`src/rtl/mmp_pkg.sv`:
```
// Shared constants and register codes for the min/max pyramid builder.
`default_nettype none

package mmp_pkg;

   // Field widths fixed by the transaction format
   localparam int SAMPLE_BITS = 16;
   localparam int LEVEL_BITS  = 4;
   localparam int BLOCK_BITS  = 23;
   localparam int CFG_BITS    = 5;

   // Defaults for the top-level parameters
   localparam int DEF_MAX_LEVELS = 16;
   localparam int DEF_COUNT_BITS = 24;

   // Depth of the queue between the classifier and the result serializer
   localparam int QUEUE_DEPTH = 4;

   // Lane values after reset and after a block is completed
   localparam logic signed [SAMPLE_BITS-1:0] MIN_INIT = 16'sh7FFF;
   localparam logic signed [SAMPLE_BITS-1:0] MAX_INIT = 16'sh8000;

   // Configuration port
   localparam int CSR_ADDR_BITS = 3;
   localparam int CSR_DATA_BITS = 32;
   localparam logic [0:0] REG_LEVELS_IN_USE = 1'b0;
   localparam logic [CFG_BITS-1:0] LEVELS_RESET = 5'd16;

endpackage : mmp_pkg

`default_nettype wire

```
`src/rtl/min_max_pyramid_builder.sv`:
```
// Top level of the min/max pyramid builder: configuration port, queue and both ends.
//
// Takes one signed 16-bit sample per cycle while req_stall is low, and keeps a running
// minimum and maximum for each of the levels in use, level j covering aligned blocks of
// 2^(j+1) samples. Each completed block (and, on a sample flagged last, every level in
// use) leaves as one result transaction, lowest level first, with last_result set on the
// final result of that sample. The serializer sends one result per cycle while rsp_stall
// is low; a sample that completes no block skips it. The four-entry queue behind the front
// end keeps taking samples until it fills. With the pipe idle, a sample's first result
// passes through the queue, the pending mask and the output register before it is valid.
// levels_in_use (register 0 at byte address 0) should be written only while the block is idle.
`default_nettype none

module min_max_pyramid_builder #(
   parameter int MAX_LEVELS = mmp_pkg::DEF_MAX_LEVELS,
   parameter int COUNT_BITS = mmp_pkg::DEF_COUNT_BITS
) (
   input  wire logic                                     clock,
   input  wire logic                                     reset,
   // Sample transactions
   input  wire logic                                     req_valid,
   output logic                                          req_stall,
   input  wire logic signed [mmp_pkg::SAMPLE_BITS-1:0]   req_sample,
   input  wire logic                                     req_last_sample,
   // Result transactions
   output logic                                          rsp_valid,
   input  wire logic                                     rsp_stall,
   output logic [mmp_pkg::LEVEL_BITS-1:0]                rsp_level,
   output logic [mmp_pkg::BLOCK_BITS-1:0]                rsp_block_index,
   output logic signed [mmp_pkg::SAMPLE_BITS-1:0]        rsp_min_value,
   output logic signed [mmp_pkg::SAMPLE_BITS-1:0]        rsp_max_value,
   output logic                                          rsp_last_result,
   // Configuration
   input  wire logic                                     csr_psel,
   input  wire logic                                     csr_penable,
   input  wire logic                                     csr_pwrite,
   input  wire logic [mmp_pkg::CSR_ADDR_BITS-1:0]        csr_paddr,
   input  wire logic [mmp_pkg::CSR_DATA_BITS-1:0]        csr_pwdata,
   output logic [mmp_pkg::CSR_DATA_BITS-1:0]             csr_prdata,
   output logic                                          csr_pready
);
   import mmp_pkg::*;

   // Queue entry layout: sample, last flag, index, lane enables, done lanes
   localparam int ENTRY_BITS = SAMPLE_BITS + 1 + COUNT_BITS + 2 * MAX_LEVELS;

   logic [CFG_BITS-1:0]           levels_ff, levels_in;
   logic                          csr_write;
   logic [0:0]                    csr_reg;

   logic                          push;
   logic signed [SAMPLE_BITS-1:0] push_sample;
   logic                          push_last;
   logic [COUNT_BITS-1:0]         push_index;
   logic [MAX_LEVELS-1:0]         push_enable;
   logic [MAX_LEVELS-1:0]         push_done;
   logic [ENTRY_BITS-1:0]         push_data;
   logic                          queue_full;

   logic                          q_valid;
   logic                          q_pop;
   logic [ENTRY_BITS-1:0]         head_data;
   logic signed [SAMPLE_BITS-1:0] q_sample;
   logic                          q_last;
   logic [COUNT_BITS-1:0]         q_index;
   logic [MAX_LEVELS-1:0]         q_enable;
   logic [MAX_LEVELS-1:0]         q_done;

   // Register file: one 5-bit register
   assign csr_pready = 1'b1;
   assign csr_write  = csr_psel && csr_penable && csr_pwrite && csr_pready;
   assign csr_reg    = csr_paddr[2:2];

   always_comb begin
      levels_in = levels_ff;
      if (csr_write && (csr_reg == REG_LEVELS_IN_USE)) begin
         levels_in = csr_pwdata[CFG_BITS-1:0];
      end
   end

   always_ff @(posedge clock) begin
      if (reset) begin
         levels_ff <= LEVELS_RESET;
      end else begin
         levels_ff <= levels_in;
      end
   end

   always_comb begin
      csr_prdata = '0;
      if (csr_reg == REG_LEVELS_IN_USE) begin
         csr_prdata = {{(CSR_DATA_BITS-CFG_BITS){1'b0}}, levels_ff};
      end
   end

   mmp_front #(
      .MAX_LEVELS(MAX_LEVELS),
      .COUNT_BITS(COUNT_BITS)
   ) u_front (
      .clock          (clock),
      .reset          (reset),
      .req_valid      (req_valid),
      .req_stall      (req_stall),
      .req_sample     (req_sample),
      .req_last_sample(req_last_sample),
      .levels_in_use  (levels_ff),
      .queue_full     (queue_full),
      .push           (push),
      .push_sample    (push_sample),
      .push_last      (push_last),
      .push_index     (push_index),
      .push_enable    (push_enable),
      .push_done      (push_done)
   );

   assign push_data = {push_sample, push_last, push_index, push_enable, push_done};

   mmp_queue #(
      .WIDTH(ENTRY_BITS),
      .DEPTH(QUEUE_DEPTH)
   ) u_queue (
      .clock    (clock),
      .reset    (reset),
      .push     (push),
      .push_data(push_data),
      .full     (queue_full),
      .pop      (q_pop),
      .not_empty(q_valid),
      .head_data(head_data)
   );

   assign {q_sample, q_last, q_index, q_enable, q_done} = head_data;

   mmp_back #(
      .MAX_LEVELS(MAX_LEVELS),
      .COUNT_BITS(COUNT_BITS)
   ) u_back (
      .clock          (clock),
      .reset          (reset),
      .q_valid        (q_valid),
      .q_pop          (q_pop),
      .q_sample       (q_sample),
      .q_last         (q_last),
      .q_index        (q_index),
      .q_enable       (q_enable),
      .q_done         (q_done),
      .rsp_valid      (rsp_valid),
      .rsp_stall      (rsp_stall),
      .rsp_level      (rsp_level),
      .rsp_block_index(rsp_block_index),
      .rsp_min_value  (rsp_min_value),
      .rsp_max_value  (rsp_max_value),
      .rsp_last_result(rsp_last_result)
   );

endmodule : min_max_pyramid_builder

`default_nettype wire

```
`src/rtl/mmp_queue.sv`:
```
// Small FIFO that carries classified samples from the front end to the back end.
`default_nettype none

module mmp_queue #(
   parameter int WIDTH = 8,
   parameter int DEPTH = mmp_pkg::QUEUE_DEPTH
) (
   input  wire logic             clock,
   input  wire logic             reset,
   input  wire logic             push,
   input  wire logic [WIDTH-1:0] push_data,
   output logic                  full,
   input  wire logic             pop,
   output logic                  not_empty,
   output logic [WIDTH-1:0]      head_data
);
   import mmp_pkg::*;

   localparam int PTR_BITS = (DEPTH > 1) ? $clog2(DEPTH) : 1;
   localparam int CNT_BITS = $clog2(DEPTH + 1);

   logic [WIDTH-1:0]    store_ff [DEPTH];
   logic [PTR_BITS-1:0] wr_ptr_ff, wr_ptr_in;
   logic [PTR_BITS-1:0] rd_ptr_ff, rd_ptr_in;
   logic [CNT_BITS-1:0] count_ff, count_in;

   assign full      = (count_ff == CNT_BITS'(DEPTH));
   assign not_empty = (count_ff != '0);
   assign head_data = store_ff[rd_ptr_ff];

   // Pointer wrap and occupancy
   always_comb begin
      wr_ptr_in = wr_ptr_ff;
      rd_ptr_in = rd_ptr_ff;
      count_in  = count_ff;
      if (push) begin
         wr_ptr_in = (wr_ptr_ff == PTR_BITS'(DEPTH - 1)) ? '0 : wr_ptr_ff + PTR_BITS'(1);
      end
      if (pop) begin
         rd_ptr_in = (rd_ptr_ff == PTR_BITS'(DEPTH - 1)) ? '0 : rd_ptr_ff + PTR_BITS'(1);
      end
      if (push && !pop) begin
         count_in = count_ff + CNT_BITS'(1);
      end else if (pop && !push) begin
         count_in = count_ff - CNT_BITS'(1);
      end
   end

   always_ff @(posedge clock) begin
      if (reset) begin
         wr_ptr_ff <= '0;
         rd_ptr_ff <= '0;
         count_ff  <= '0;
      end else begin
         wr_ptr_ff <= wr_ptr_in;
         rd_ptr_ff <= rd_ptr_in;
         count_ff  <= count_in;
      end
   end

   // Entry storage
   always_ff @(posedge clock) begin
      if (push) begin
         store_ff[wr_ptr_ff] <= push_data;
      end
   end

   a_no_overflow: assert property (@(posedge clock) disable iff (reset)
      full && !pop |-> !push)
      else $error("queue written while full");

   a_no_underflow: assert property (@(posedge clock) disable iff (reset)
      pop |-> not_empty)
      else $error("queue read while empty");

   a_count_step: assert property (@(posedge clock) disable iff (reset)
      push && !pop |=> count_ff == $past(count_ff) + CNT_BITS'(1))
      else $error("queue occupancy did not follow a lone write");

endmodule : mmp_queue

`default_nettype wire

```
`src/rtl/mmp_front.sv`:
```
// Front end: accepts samples, tracks the sample index and marks completed levels.
`default_nettype none

module mmp_front #(
   parameter int MAX_LEVELS = mmp_pkg::DEF_MAX_LEVELS,
   parameter int COUNT_BITS = mmp_pkg::DEF_COUNT_BITS
) (
   input  wire logic                                   clock,
   input  wire logic                                   reset,
   input  wire logic                                   req_valid,
   output logic                                        req_stall,
   input  wire logic signed [mmp_pkg::SAMPLE_BITS-1:0] req_sample,
   input  wire logic                                   req_last_sample,
   input  wire logic [mmp_pkg::CFG_BITS-1:0]           levels_in_use,
   input  wire logic                                   queue_full,
   output logic                                        push,
   output logic signed [mmp_pkg::SAMPLE_BITS-1:0]      push_sample,
   output logic                                        push_last,
   output logic [COUNT_BITS-1:0]                       push_index,
   output logic [MAX_LEVELS-1:0]                       push_enable,
   output logic [MAX_LEVELS-1:0]                       push_done
);
   import mmp_pkg::*;

   logic [COUNT_BITS-1:0]            count_ff, count_in;
   logic                             saturated;
   logic [MAX_LEVELS+COUNT_BITS-1:0] index_ext;
   logic [MAX_LEVELS-1:0]            span_full;

   assign req_stall   = queue_full;
   assign push        = req_valid && !req_stall;
   assign saturated   = &count_ff;
   assign push_sample = req_sample;
   assign push_last   = req_last_sample;
   assign push_index  = count_ff;
   assign index_ext   = {{MAX_LEVELS{1'b0}}, count_ff};

   // Lane j is in use below the clamped level count; lane 0 always is
   always_comb begin
      for (int j = 0; j < MAX_LEVELS; j++) begin
         push_enable[j] = (j == 0) || (levels_in_use > CFG_BITS'(j));
      end
   end

   // Block at level j ends when the low j+1 index bits are all ones
   always_comb begin
      span_full[0] = index_ext[0];
      for (int j = 1; j < MAX_LEVELS; j++) begin
         span_full[j] = span_full[j-1] & index_ext[j];
      end
   end

   assign push_done = push_enable & ({MAX_LEVELS{req_last_sample}}
                    | ({MAX_LEVELS{!saturated}} & span_full));

   // Sample index: restarts after the last sample, holds once saturated
   always_comb begin
      count_in = count_ff;
      if (push) begin
         if (req_last_sample) begin
            count_in = '0;
         end else if (!saturated) begin
            count_in = count_ff + COUNT_BITS'(1);
         end
      end
   end

   always_ff @(posedge clock) begin
      if (reset) begin
         count_ff <= '0;
      end else begin
         count_ff <= count_in;
      end
   end

   a_done_in_use: assert property (@(posedge clock) disable iff (reset)
      push |-> (push_done & ~push_enable) == '0)
      else $error("block marked done on a lane not in use");

   a_last_restarts: assert property (@(posedge clock) disable iff (reset)
      push && req_last_sample |=> count_ff == '0)
      else $error("sample index not restarted after last sample");

   a_saturated_holds: assert property (@(posedge clock) disable iff (reset)
      push && saturated && !req_last_sample |=> $stable(count_ff))
      else $error("saturated sample index moved");

endmodule : mmp_front

`default_nettype wire

```
`src/rtl/mmp_back.sv`:
```
// Back end: per-level min/max lanes and the serializer that emits completed blocks.
`default_nettype none

module mmp_back #(
   parameter int MAX_LEVELS = mmp_pkg::DEF_MAX_LEVELS,
   parameter int COUNT_BITS = mmp_pkg::DEF_COUNT_BITS
) (
   input  wire logic                                   clock,
   input  wire logic                                   reset,
   input  wire logic                                   q_valid,
   output logic                                        q_pop,
   input  wire logic signed [mmp_pkg::SAMPLE_BITS-1:0] q_sample,
   input  wire logic                                   q_last,
   input  wire logic [COUNT_BITS-1:0]                  q_index,
   input  wire logic [MAX_LEVELS-1:0]                  q_enable,
   input  wire logic [MAX_LEVELS-1:0]                  q_done,
   output logic                                        rsp_valid,
   input  wire logic                                   rsp_stall,
   output logic [mmp_pkg::LEVEL_BITS-1:0]              rsp_level,
   output logic [mmp_pkg::BLOCK_BITS-1:0]              rsp_block_index,
   output logic signed [mmp_pkg::SAMPLE_BITS-1:0]      rsp_min_value,
   output logic signed [mmp_pkg::SAMPLE_BITS-1:0]      rsp_max_value,
   output logic                                        rsp_last_result
);
   import mmp_pkg::*;

   localparam int LVL_W = (MAX_LEVELS > 1) ? $clog2(MAX_LEVELS) : 1;

   // Running lanes
   logic signed [SAMPLE_BITS-1:0] lane_min_ff [MAX_LEVELS];
   logic signed [SAMPLE_BITS-1:0] lane_max_ff [MAX_LEVELS];
   logic signed [SAMPLE_BITS-1:0] lane_min_in [MAX_LEVELS];
   logic signed [SAMPLE_BITS-1:0] lane_max_in [MAX_LEVELS];
   logic signed [SAMPLE_BITS-1:0] upd_min     [MAX_LEVELS];
   logic signed [SAMPLE_BITS-1:0] upd_max     [MAX_LEVELS];

   // Finished blocks waiting for the output
   logic signed [SAMPLE_BITS-1:0] cap_min_ff [MAX_LEVELS];
   logic signed [SAMPLE_BITS-1:0] cap_max_ff [MAX_LEVELS];
   logic [MAX_LEVELS-1:0]         pending_ff, pending_in;
   logic [COUNT_BITS-1:0]         index_ff;

   // Serializer select
   logic [MAX_LEVELS-1:0]            low_bit;
   logic [MAX_LEVELS-1:0]            rest;
   logic [LVL_W-1:0]                 low_idx;
   logic [LVL_W:0]                   shift_amt;
   logic [COUNT_BITS-1:0]            index_shifted;
   logic [COUNT_BITS+BLOCK_BITS-1:0] index_wide;
   logic                             out_free;
   logic                             pop_result;

   // Output register
   logic                          rsp_valid_ff, rsp_valid_in;
   logic [LEVEL_BITS-1:0]         level_ff;
   logic [BLOCK_BITS-1:0]         block_ff;
   logic signed [SAMPLE_BITS-1:0] min_ff;
   logic signed [SAMPLE_BITS-1:0] max_ff;
   logic                          last_ff;

   // Lowest pending level goes out first
   always_comb begin
      low_bit = pending_ff & (~pending_ff + MAX_LEVELS'(1));
      low_idx = '0;
      for (int j = 0; j < MAX_LEVELS; j++) begin
         if (low_bit[j]) begin
            low_idx = low_idx | LVL_W'(j);
         end
      end
   end

   assign rest       = pending_ff & ~low_bit;
   assign out_free   = !rsp_valid_ff || !rsp_stall;
   assign pop_result = (pending_ff != '0) && out_free;
   assign q_pop      = q_valid && ((pending_ff == '0) || (pop_result && (rest == '0)));

   assign shift_amt     = {1'b0, low_idx} + (LVL_W+1)'(1);
   assign index_shifted = index_ff >> shift_amt;
   assign index_wide    = {{BLOCK_BITS{1'b0}}, index_shifted};

   // Lane update for the sample taken from the queue
   always_comb begin
      for (int j = 0; j < MAX_LEVELS; j++) begin
         upd_min[j] = (q_enable[j] && (q_sample < lane_min_ff[j])) ? q_sample : lane_min_ff[j];
         upd_max[j] = (q_enable[j] && (q_sample > lane_max_ff[j])) ? q_sample : lane_max_ff[j];
         lane_min_in[j] = lane_min_ff[j];
         lane_max_in[j] = lane_max_ff[j];
         if (q_pop) begin
            if (q_done[j] || q_last) begin
               lane_min_in[j] = MIN_INIT;
               lane_max_in[j] = MAX_INIT;
            end else begin
               lane_min_in[j] = upd_min[j];
               lane_max_in[j] = upd_max[j];
            end
         end
      end
   end

   always_ff @(posedge clock) begin
      if (reset) begin
         for (int j = 0; j < MAX_LEVELS; j++) begin
            lane_min_ff[j] <= MIN_INIT;
            lane_max_ff[j] <= MAX_INIT;
         end
      end else begin
         for (int j = 0; j < MAX_LEVELS; j++) begin
            lane_min_ff[j] <= lane_min_in[j];
            lane_max_ff[j] <= lane_max_in[j];
         end
      end
   end

   // Capture finished blocks and their sample index
   always_ff @(posedge clock) begin
      if (q_pop) begin
         index_ff <= q_index;
         for (int j = 0; j < MAX_LEVELS; j++) begin
            if (q_done[j]) begin
               cap_min_ff[j] <= upd_min[j];
               cap_max_ff[j] <= upd_max[j];
            end
         end
      end
   end

   // Pending mask
   always_comb begin
      pending_in = pending_ff;
      if (q_pop) begin
         pending_in = q_done;
      end else if (pop_result) begin
         pending_in = rest;
      end
   end

   // Output register valid
   always_comb begin
      rsp_valid_in = rsp_valid_ff;
      if (pop_result) begin
         rsp_valid_in = 1'b1;
      end else if (!rsp_stall) begin
         rsp_valid_in = 1'b0;
      end
   end

   always_ff @(posedge clock) begin
      if (reset) begin
         pending_ff   <= '0;
         rsp_valid_ff <= 1'b0;
      end else begin
         pending_ff   <= pending_in;
         rsp_valid_ff <= rsp_valid_in;
      end
   end

   always_ff @(posedge clock) begin
      if (pop_result) begin
         level_ff <= LEVEL_BITS'(low_idx);
         block_ff <= index_wide[BLOCK_BITS-1:0];
         min_ff   <= cap_min_ff[low_idx];
         max_ff   <= cap_max_ff[low_idx];
         last_ff  <= (rest == '0);
      end
   end

   assign rsp_valid       = rsp_valid_ff;
   assign rsp_level       = level_ff;
   assign rsp_block_index = block_ff;
   assign rsp_min_value   = min_ff;
   assign rsp_max_value   = max_ff;
   assign rsp_last_result = last_ff;

   a_pop_shows: assert property (@(posedge clock) disable iff (reset)
      pop_result |=> rsp_valid_ff)
      else $error("popped block did not reach the output register");

   a_take_loads: assert property (@(posedge clock) disable iff (reset)
      q_pop |=> pending_ff == $past(q_done))
      else $error("pending mask not loaded from the taken sample");

   a_more_pending: assert property (@(posedge clock) disable iff (reset)
      rsp_valid_ff && !last_ff |-> pending_ff != '0)
      else $error("non-final transaction shown with nothing left pending");

endmodule : mmp_back

`default_nettype wire
```
`config.mk`:
```
export PLATFORM = sky130hd
export DESIGN_NAME = min_max_pyramid_builder
export DESIGN_NICKNAME = d
export VERILOG_FILES = /design/src/rtl/mmp_pkg.sv /design/src/rtl/min_max_pyramid_builder.sv /design/src/rtl/mmp_queue.sv /design/src/rtl/mmp_front.sv /design/src/rtl/mmp_back.sv
export SDC_FILE = /design/constraint.sdc
export NUM_CORES = 2
export LEC_CHECK = 0
export ABC_CLOCK_PERIOD_IN_PS = 14200
export BUFFER_PORTS_ARGS = -buffer_cell sky130_fd_sc_hd__buf_4
export CAP_MARGIN = 20
export CELL_PAD_IN_SITES_DETAIL_PLACEMENT = 1
export CELL_PAD_IN_SITES_GLOBAL_PLACEMENT = 1
export CORE_MARGIN = 4
export CORE_UTILIZATION = 55
export CTS_CLUSTER_DIAMETER = 120
export CTS_CLUSTER_SIZE = 14
export DETAILED_ROUTE_END_ITERATION = 8
export PLACE_DENSITY = 0.83
export SYNTH_ARGS = -nofsm -noshare
export SYNTH_HDL_FRONTEND = slang
export SYNTH_SLANG_ARGS = --single-unit
```
`constraint.sdc`:
```
create_clock -name clock -period 14.2 [get_ports clock]
set_clock_uncertainty 0.15 [all_clocks]
set_input_delay 0.71 -clock clock [delete_from_list [all_inputs] [get_ports clock]]
set_output_delay 0.71 -clock clock [all_outputs]
set_load 0.1 [all_outputs]
```
==> flow_metrics.env <==
export IMPL_synth_top_cells_by_count="edfxtp_1, nand2_1, dfxtp_1"
export IMPL_number_of_synthesized_flops_with_an_enable_pin=879
export IMPL_routed_wire_length_per_instance_um=31.21
export IMPL_final_layout_setup_total_negative_slack_ns=0
export IMPL_synth_top_cell_by_area="edfxtp_1"
export IMPL_io_buffers=96
export IMPL_floorplan_initialDensity=0.5560
export IMPL_drt_pass1_iter_count=6
export IMPL_share_of_yosys_cell_area_claimed_by_the_top_area_cell_type=0.3653
export IMPL_cts_max_path_buffers=3
export IMPL_ratio_of_cells_with_drive_above_1_in_the_final_layout=0.1243
export IMPL_synth_seq_area_share=0.5223
export IMPL_crit_path_top_delay_cell="mux4_4"
export IMPL_final_util=0.6035
export IMPL_final_nets=7094
export IMPL_dr_total_vias=57082
export IMPL_final_min_clock_period_ns=6.733
export IMPL_worstSetupPathType="reg2reg"
export IMPL_cts_root_buffer_cell="clkbuf_16"
export IMPL_ant_nets=0
export IMPL_grt_start_max_net_pins=80
export IMPL_core_region_area_um2=130000
export IMPL_areaGrowthSynthToFinish_pct=8.555
export IMPL_floorplan_die_height_um=370.5
export IMPL_globalplace_congestion=0.9000
export IMPL_clock_fmax_mhz=148.5
export IMPL_cp_peak_stage_delay_ns=1.08
export IMPL_timing_critical_path_mode_cell="buf_4"
export IMPL_worstPathRequired_ns=14.65
export IMPL_count_of_max_cap_constraint_violations=0
export IMPL_finalCritPeriodShare=0.4741
export IMPL_synth_flop_cell="edfxtp_1"
export IMPL_overflow_left_after_global_routing=0
export IMPL_clk_pin_slew_ns=0.07
export IMPL_hp_class="in2reg"
export IMPL_setup_violations=0
export IMPL_timing_final_max_slew_violations=0
export IMPL_dr_first_iter_drc_count=6720
export IMPL_synthesis_instances=6576
export IMPL_cts_sinks=1446
export IMPL_async_reset_ff_frac=0
export IMPL_grt_setup_unrepaired="false"
export IMPL_mappedNetlistArea_um2=72260
export IMPL_post_synth_main_area_contributors="edfxtp_1, dfxtp_1, ha_1"
export IMPL_yosys_register_bits=1446
export IMPL_row_count=132
export IMPL_crit_chain="buf_4 > mux4_4 > buf_4 > buf_4 > ha_1 > nand4_1 > or2_2 > a311oi_1 > nor4_1 > xnor2_1 > nand2_1 > nor3_2 > a2bb2oi_1"
export IMPL_cts_htree_levels=3
export IMPL_routed_via_density=6.817
export IMPL_crit_path_end_kind="flop"
export IMPL_detail_route_drc_violations=0
export IMPL_grt_first_pass_wirelength_um=379700
export IMPL_die_w_um=370.5
export IMPL_tightestPinTransition_ns=1.176
export IMPL_synth_avg_cell_area_um2=10.99
export IMPL_dp_hpwl_um=168200
export IMPL_route_final_wire_length_um=261300
export IMPL_synth_most_common_cell="edfxtp_1"
export IMPL_finalHoldViolations=0
export IMPL_yosys_warnings=0
export IMPL_yosysUniqueCellTypes=95
export IMPL_grt_total_usage=0.3722
export IMPL_reg2reg_setup_slack_ns=7.47
export IMPL_crit_fanout=35
export IMPL_tritoncts="yes"
export IMPL_ios=154
export IMPL_cp_arrival_ns=7.18
export IMPL_grt_pass1_vias=58710
export IMPL_antenna_found_initial=21
export IMPL_cts_made_buffers=113
export IMPL_design_die_area_um2=137300
export IMPL_timing_slew_headroom=0.2119
export IMPL_cp_start_kind="flop"
export IMPL_insertion_delay_of_the_later_clocked_pin_in_the_worst_skew_pair_ns=0.79
export IMPL_outcome="finished, final reports clean"
-- area by class of cell --
cell class / count / area, um^2
antenna: 4 / 10.01
clock buffer: 205 / 3173
clock inverter: 8 / 180.2
fill: 13489 / 51530
inverter: 552 / 2086
multi-input combinational: 4147 / 30860
sequential: 1446 / 37750
tap: 1742 / 2180
timing repair buffer: 270 / 2200
-- per-layer routing --
layer | GRT usage | up-vias | wire length [um]
li1 | - | 24228 | -
met1 | 0.4655 | 28738 | 97880
met3 | 0.07815 | 936 | 24430
met5 | 0 | - | 80
met2 | 0.5835 | 3166 | 118200
met4 | 0.2504 | 14 | 20740
-- through the flow --
step / hold slack (ns) / instance area, um^2 / instances / worst slack, ns
4_1_cts: 0.01749 / 78300 / 8359 / 7.522
5_1_grt: 0.05119 / 78440 / 8370 / 7.079
2_1_floorplan: 0.2823 / 72360 / 6602 / 8.265
3_5_place_dp: 0.2983 / 74740 / 8126 / 7.574
3_3_place_gp: 0.2938 / 74730 / 8124 / 7.729
6_report: 0.04193 / 78450 / 8374 / 7.467
-- repair_timing --
| item | CTS | global route |
|---|---|---|
| buffers inserted | 0 | 0 |
| hold endpoints to repair | 68 | 0 |
| gates resized for setup | 0 | 0 |
| hold buffers | 20 | 0 |
| endpoints found under the setup margin | 0 | 0 |
-- critical path, delay by kind of cell (launching register included) --
family	cells	cell delay, ns
multiplexers	1	1.08
flip-flops	1	0.64
buffers and inverters	3	1.35
AO/OA/AOI/OAI	2	0.40
AND/OR/NAND/NOR	5	2.24
XOR/XNOR	1	0.17
adder cells (fa/ha/maj)	1	0.35
-- logic make-up after synthesis --
logic type,Yosys count,synth area share
multiplexers,412,0.07386
flip-flops,1446,0.5223
buffers and inverters,1009,0.05542
XOR/XNOR,22,0.002666
other,2,0.0001039
AO/OA/AOI/OAI,1600,0.1561
adder cells (fa/ha/maj),506,0.08768
AND/OR/NAND/NOR,1579,0.1019
-- worst paths after layout --
kind,start,to,cells past startpoint
worst max-delay path,flop,u_back.lane_min_ff[2][12],13
worst min-delay path,csr_pwdata[3],levels_ff[3],3
worst max register to register,flop,u_back.lane_min_ff[2][12],13
worst min register to register,u_back.lane_max_ff[7][12],u_back.lane_max_ff[7][12],1
-- flip-flops by register name, indices dropped and copies added (netlist names), 3 cells and up, named ones only --
register,flops
u_back.rsp_level,4
u_back.rsp_block_index,23
u_queue.store_ff,284
u_back.index_ff,23
u_back.pending_ff,16
u_back.rsp_max_value,16
levels_ff,5
u_back.lane_min_ff,256
u_front.push_index,24
u_back.cap_max_ff,256
u_back.lane_max_ff,256
u_queue.count_ff,3
u_back.rsp_min_value,16
u_back.cap_min_ff,256
-- cell usage in the layout, fill, tap and decap left out, types with 40 or more instances in the layout --
| cell | netlist | final |
|---|---|---|
| nand2b_1 | 44 | 44 |
| nand4_1 | 73 | 73 |
| clkbuf_16 | 0 | 113 |
| o21ai_0 | 389 | 388 |
| o221ai_1 | 68 | 68 |
| o22a_1 | 46 | 46 |
| a211oi_1 | 41 | 40 |
| clkbuf_1 | 307 | 92 |
| nor3_1 | 55 | 52 |
| ha_1 | 504 | 504 |
| o2bb2ai_1 | 141 | 141 |
| a21o_1 | 62 | 61 |
| nor2_1 | 186 | 175 |
| a2bb2oi_1 | 177 | 177 |
| dfxtp_1 | 567 | 565 |
| mux2i_1 | 81 | 81 |
| buf_4 | 33 | 237 |
| nor2b_1 | 47 | 47 |
| nand3_1 | 226 | 226 |
| a31oi_1 | 48 | 45 |
| mux4_2 | 71 | 56 |
| inv_1 | 547 | 543 |
| a32o_1 | 61 | 61 |
| a21oi_1 | 269 | 265 |
| mux2_2 | 260 | 260 |
| edfxtp_1 | 879 | 879 |
| nand2_1 | 757 | 755 |
Power is not shown: default switching activity piles up to over one toggle a cycle in this logic, so the estimate is an artifact.
